## src/rtl/cdt_pkg.sv

```systemverilog
// cdt_pkg: types and constants for the contact duration tracker
// no dependencies
package cdt_pkg;
    localparam int TABLE_ENTRIES = 4096;
    localparam int ID_BITS = 24;
    localparam int TIME_BITS = 32;
    localparam int KEY_BITS = 2 * ID_BITS + 1;
    localparam int IDX_BITS = $clog2(TABLE_ENTRIES);
    localparam int CNT_BITS = IDX_BITS + 1;
    localparam int STEP_BITS = 16;
    localparam int QUEUE_DEPTH = 2;
    localparam logic ACT_CONTACT = 1'b0;
    localparam logic ACT_FRAME = 1'b1;
    localparam logic [0:0] REG_TIME_STEP = 1'b0;
    localparam logic [STEP_BITS-1:0] TIME_STEP_RESET = 16'd10;

    typedef struct packed {
        logic action;
        logic contact_kind;
        logic [ID_BITS-1:0] id_first;
        logic [ID_BITS-1:0] id_second;
    } in_t;

    typedef struct packed {
        logic out_kind;
        logic [ID_BITS-1:0] out_first;
        logic [ID_BITS-1:0] out_second;
        logic [TIME_BITS-1:0] contact_time;
        logic is_new;
        logic table_full;
    } out_t;

    typedef struct packed {
        logic is_frame;
        logic [KEY_BITS-1:0] key;
    } op_t;
endpackage

```

## src/rtl/cdt_queue.sv

```systemverilog
// cdt_queue: short fifo of operations between front and back
// depends on cdt_pkg
module cdt_queue import cdt_pkg::*;
(
    input  logic clk,
    input  logic rst_n,
    input  logic push,
    input  op_t  push_op,
    input  logic pop,
    output logic empty,
    output logic full,
    output op_t  head
);
    localparam int PTR_BITS = $clog2(QUEUE_DEPTH);
    op_t slot_reg [QUEUE_DEPTH];
    logic [PTR_BITS-1:0] wr_reg, rd_reg;
    logic [PTR_BITS:0] cnt_reg;

    assign empty = (cnt_reg == '0);
    assign full = (cnt_reg == (PTR_BITS+1)'(QUEUE_DEPTH));
    assign head = slot_reg[rd_reg];

    always_ff @(posedge clk or negedge rst_n)
    begin
        if (!rst_n)
        begin
            wr_reg <= '0;
            rd_reg <= '0;
            cnt_reg <= '0;
        end
        else
        begin
            if (push)
                wr_reg <= (wr_reg == PTR_BITS'(QUEUE_DEPTH-1)) ? '0 : wr_reg + 1'b1;
            if (pop)
                rd_reg <= (rd_reg == PTR_BITS'(QUEUE_DEPTH-1)) ? '0 : rd_reg + 1'b1;
            if (push && !pop)
                cnt_reg <= cnt_reg + 1'b1;
            else if (pop && !push)
                cnt_reg <= cnt_reg - 1'b1;
        end
    end

    always_ff @(posedge clk)
    begin
        if (push)
            slot_reg[wr_reg] <= push_op;
    end
endmodule

```

## config.mk

```make
export PLATFORM = sky130hd
export DESIGN_NAME = cdt_queue
export DESIGN_NICKNAME = d
export VERILOG_FILES = /design/src/rtl/cdt_pkg.sv /design/src/rtl/cdt_queue.sv
export SDC_FILE = /design/constraint.sdc
export NUM_CORES = 1
export LEC_CHECK = 0
export ABC_AREA = 1
export BUFFER_PORTS_ARGS = -buffer_cell sky130_fd_sc_hd__clkbuf_2
export CAP_MARGIN = 20
export CORE_MARGIN = 2
export CORE_UTILIZATION = 47
export DETAILED_ROUTE_END_ITERATION = 7
export PLACE_DENSITY_LB_ADDON = 0.2
export SETUP_SLACK_MARGIN = 0.15
export SLEW_MARGIN = 20
export SYNTH_ARGS = -nofsm -noshare
export SYNTH_HDL_FRONTEND = slang
export SYNTH_SLANG_ARGS = --single-unit
```

## constraint.sdc

```tcl
create_clock -name clk -period 2.9 [get_ports clk]
set_input_delay 0.145 -clock clk [delete_from_list [all_inputs] [get_ports clk]]
set_output_delay 0.145 -clock clk [all_outputs]
set_load 0.01 [all_outputs]
```

==> Word level (Yosys, flattened, before mapping) <==
Memory sizes are Yosys's and may differ from the RTL's.
Index checks and enable logic that the tools add are counted.
{ "op_classes": {"add_sub_neg": 4, "eq_ne": 1, "mux": 6, "n_reduce_logical": 6} }
{ "op_table": {"columns": ["cell", "n"], "rows": [
  ["two-way mux 1 bit", 4],
  ["two-way mux 2 bit", 2],
  ["adder 1 bit (second input constant)", 2],
  ["adder 2 x 1 -> 2 bit (second input constant)", 1],
  ["equality test 2 bit (second input constant)", 1],
  ["logical AND 1 bit", 2],
  ["zero test 1 bit", 2],
  ["zero test 2 bit", 1],
  ["nonzero test 2 bit", 1],
  ["subtractor 2 x 1 -> 2 bit (second input constant)", 1]
]} }
{ "totals": {"register_bits": 4, "mem_bits_rw": 100, "in_bits": 54, "output_inout_bits": 52, "wordCells": 21, "n_memories": 1} }
{ "mem_list": {"columns": ["name", "depth", "word_bits", "read_ports", "rd_ports_with_merged_regs", "write_ports", "line_no", "rtl"], "rows": [
  ["slot_reg", 2, 50, 1, 0, 1, "cdt_queue.sv:15", "op_t slot_reg [QUEUE_DEPTH];"]
]} }

==> Longest topological paths before layout <==
{ "logic_depth": {"ltp_word": 4, "mapped_depth": 7, "ltp_nobuf": 7} }

==> Worst setup path after synthesis <==
Ideal clock, no wire load.
{ "synth_path": {"path_kind": "flip-flop to flip-flop", "startpoint": "register wr_reg", "endpoint": "memory slot_reg[0][0] in the netlist's numbering (enable)", "setup_ps": 459, "arrival_time_ps": 2508, "required_ps": 2441, "setup_slack_ps": -67, "path_stages_with_launch": 2, "n_path_buf": 0, "synth_period_minus_slack_ps": 2967, "cell_sequence": "dfrtp_1 -> nor2_1"} }
{ "synth_lines": {"columns": ["item", "line_no", "rtl"], "rows": [
  ["start: declaration", "cdt_queue.sv:16", "logic [PTR_BITS-1:0] wr_reg, rd_reg;"],
  ["start signal: assignment", "cdt_queue.sv:34", "wr_reg <= (wr_reg == PTR_BITS'(QUEUE_DEPTH-1)) ? '0 : wr_reg + 1'b1;"],
  ["end: declaration", "cdt_queue.sv:15", null]
]} }
Straight into the memory's write port.

==> results.json <==
{
  "worst-path-max-fanout": 31,
  "power.density_mw_per_mm2": 841,
  "synthAdderAreaFrac": 0.00308,
  "first_global_vias": 2270,
  "grt_setup_unrepaired": "no",
  "required_ps": 2760,
  "track_usage": 0.150,
  "total_of_hold_buffers_inserted_after_clock_tree_synthesis": 52,
  "vdd.ir_drop.worst_uv": 454,
  "synth_compound_gate_area_share": 0,
  "ctsLongestPathBuffers": 2,
  "detailed_place_hpwl_um": 4280,
  "clock-sinks": 104,
  "setup_viol_count_final": 0,
  "slowest_delay_ps": 830,
  "die_h_um": 97.0,
  "place.detailed.instances": 389,
  "fp-row-count": 33,
  "antenna_found_initial": 0,
  "skew_ps": 9.32,
  "setup.worst_path.start_class": "register",
  "highest_layer": "met4",
  "dr.pass1.iters": 4,
  "leakagePower_nw": 2.24,
  "global_route.overflow_total": 0,
  "synth.net_count": 236,
  "finalNonFillerCells": 457,
  "final_cell_mix": "sky130_fd_sc_hd__clkbuf_2, sky130_fd_sc_hd__edfxtp_1, sky130_fd_sc_hd__dlygate4sd3_1, sky130_fd_sc_hd__mux2_4, sky130_fd_sc_hd__clkbuf_8",
  "drive_gt1_frac": 0.497,
  "post_cts_resize_count": 0,
  "drt.antenna.violating_nets": 0,
  "route.detailed.wl_per_inst_um": 15.0,
  "synth-xor-area-share": 0.00646,
  "post_drt_via_cell_ratio": 4.68,
  "slew_headroom": 0.601,
  "worstPathArrival_ps": 1930,
  "die_w_um": 97.0,
  "met1Wirelength_um": 2850,
  "dpl_worst_slack_ps": 1180,
  "detail_route.drc_violations": 0,
  "clock_insertion_delay_at_the_later_pin_of_the_skew_report_ps": 350,
  "initialDrtViolationCount": 84,
  "mappedNetlistArea_mm2": 0.00407,
  "final_nets": 402,
  "ctsHtreeMaxLevel": 3,
  "dieArea_mm2": 0.00941,
  "fmax_mhz": 482,
  "cp_cell_sequence": "buf_12 > mux2_4 > clkbuf_2",
  "class_of_the_worst_hold_path": "in2reg",
  "synth_mux_area_frac": 0.184,
  "cts.clk_slew.worst_paths_ps": 90,
  "floorplan.initialDensity": 0.490,
  "final_hold_violations": 0,
  "timing.critical_path.to_type": "primary output",
  "maximum_number_of_pins_on_one_net_before_global_route_repair": 32,
  "postSynthCellCount": 181,
  "critical_path_class": "reg2out",
  "slew_viol_final": 0,
  "postLayoutCoreUtil": 0.649,
  "core-area_mm2": 0.00830,
  "place_area_mm2": 0.00468,
  "yosys.area_share.simple": 0.0102,
  "gp_congestion": 0.703,
  "port-buffer-count": 105,
  "root_buffer": "sky130_fd_sc_hd__clkbuf_8",
  "yosys.cell_types.count": 14,
  "post-cts-setup-buffers": 0,
  "proportion_of_synthesized_chip_area_in_sequential_cells": 0.763,
  "crit_family": "flip-flops",
  "layout_worst_path_cycle_share": 0.715,
  "slew_at_the_pin_closest_to_its_max_slew_limit_ps": 599,
  "outcome": "completed",
  "areaGrowthSynthToFinish_pct": 32.5,
  "met3_wl_um": 351,
  "worst_hold_slack_ps": 57.3,
  "detailroute.via_count": 2138,
  "setup_total_negative_slack_ps": 0,
  "synthesis.area_per_instance_um2": 22.5,
  "largest_register_ffs": 100,
  "wirelength_um": 6870,
  "design.portCount": 106,
  "cts_buffers": 9,
  "setup_ws_ps": 827,
  "critical-path-slowest-cell": "sky130_fd_sc_hd__dfrtp_4",
  "power.total_mw": 4.53,
  "synth_top_family_by_area": "multiplexers",
  "final_common_cell": "sky130_fd_sc_hd__clkbuf_2",
  "fin_area_mm2": 0.00539,
  "grt_pass1_wl_um": 10800,
  "maxCapViolations": 0,
  "dr_wl_met2_um": 3570,
  "postSynthRegisterBits": 104,
  "layout_min_cycle_time_ps": 2070,
  "cts_tree": "built",
  "count_of_buffer_and_inverter_cells_on_the_critical_path": 2,
  "antenna_cells": 0,
  "synthesis.yosys.warnings": 0
}
## power by group
group          total, mW  leakage [nW]  switching (mW)  internal, mW
combinational       1.49          1.17           0.648         0.838
sequential          2.20         0.985           0.207          2.00
clock              0.845        0.0872           0.447         0.398
## per-layer routing
layer	vias to the layer above	global-route usage
li1	1023	-
met2	71	0.259
met4	0	0.0650
met3	9	0.0340
met5	-	0
met1	1035	0.181
## cell families (layout without fill, tap and decap cells)
family	Yosys count	in the layout
flip-flops	104	104
multiplexers	50	50
buffers and inverters	13	184
AND/OR/NAND/NOR	10	10
XOR/XNOR	3	3
adder cells (fa/ha/maj)	1	1
## Yosys cell counts, drive strengths merged
cell type    n  area [µm²]
edfxtp     100        3000
xor2         2        17.5
nor2         3        11.3
inv          7        26.3
buf          6         111
mux2        50         747
nand2        5        18.8
nand4        1        6.26
ha           1        12.5
nand3        1        5.00
dfrtp        4         100
xnor2        1        8.76
## cell type report
class | count | area [µm²]
sequential | 104 | 3110
fill | 586 | 2910
timing repair buffer | 161 | 1100
multi-input combinational | 64 | 835
clock buffer | 11 | 131
tap | 105 | 131
clock inverter | 5 | 57.6
inverter | 7 | 26.3
## final timing paths
path                                         from                        end  slack (ps)  depth (start not counted)
max in group asynchronous                   rst_n         rd_reg$_DFFE_PN0P_        2610                          2
hold / removal                               push         wr_reg$_DFFE_PN0P_          60                          2
min in group asynchronous                   rst_n         rd_reg$_DFFE_PN0P_         140                          2
setup / recovery               rd_reg$_DFFE_PN0P_                    head[2]         830                          3
setup reg to reg               wr_reg$_DFFE_PN0P_  slot_reg[1][24]$_DFFE_PP_        1380                          3
hold reg to reg            cnt_reg[1]$_DFFE_PN0P_     cnt_reg[1]$_DFFE_PN0P_         530                          2
No activity file was read; power rests on OpenSTA's default activity.
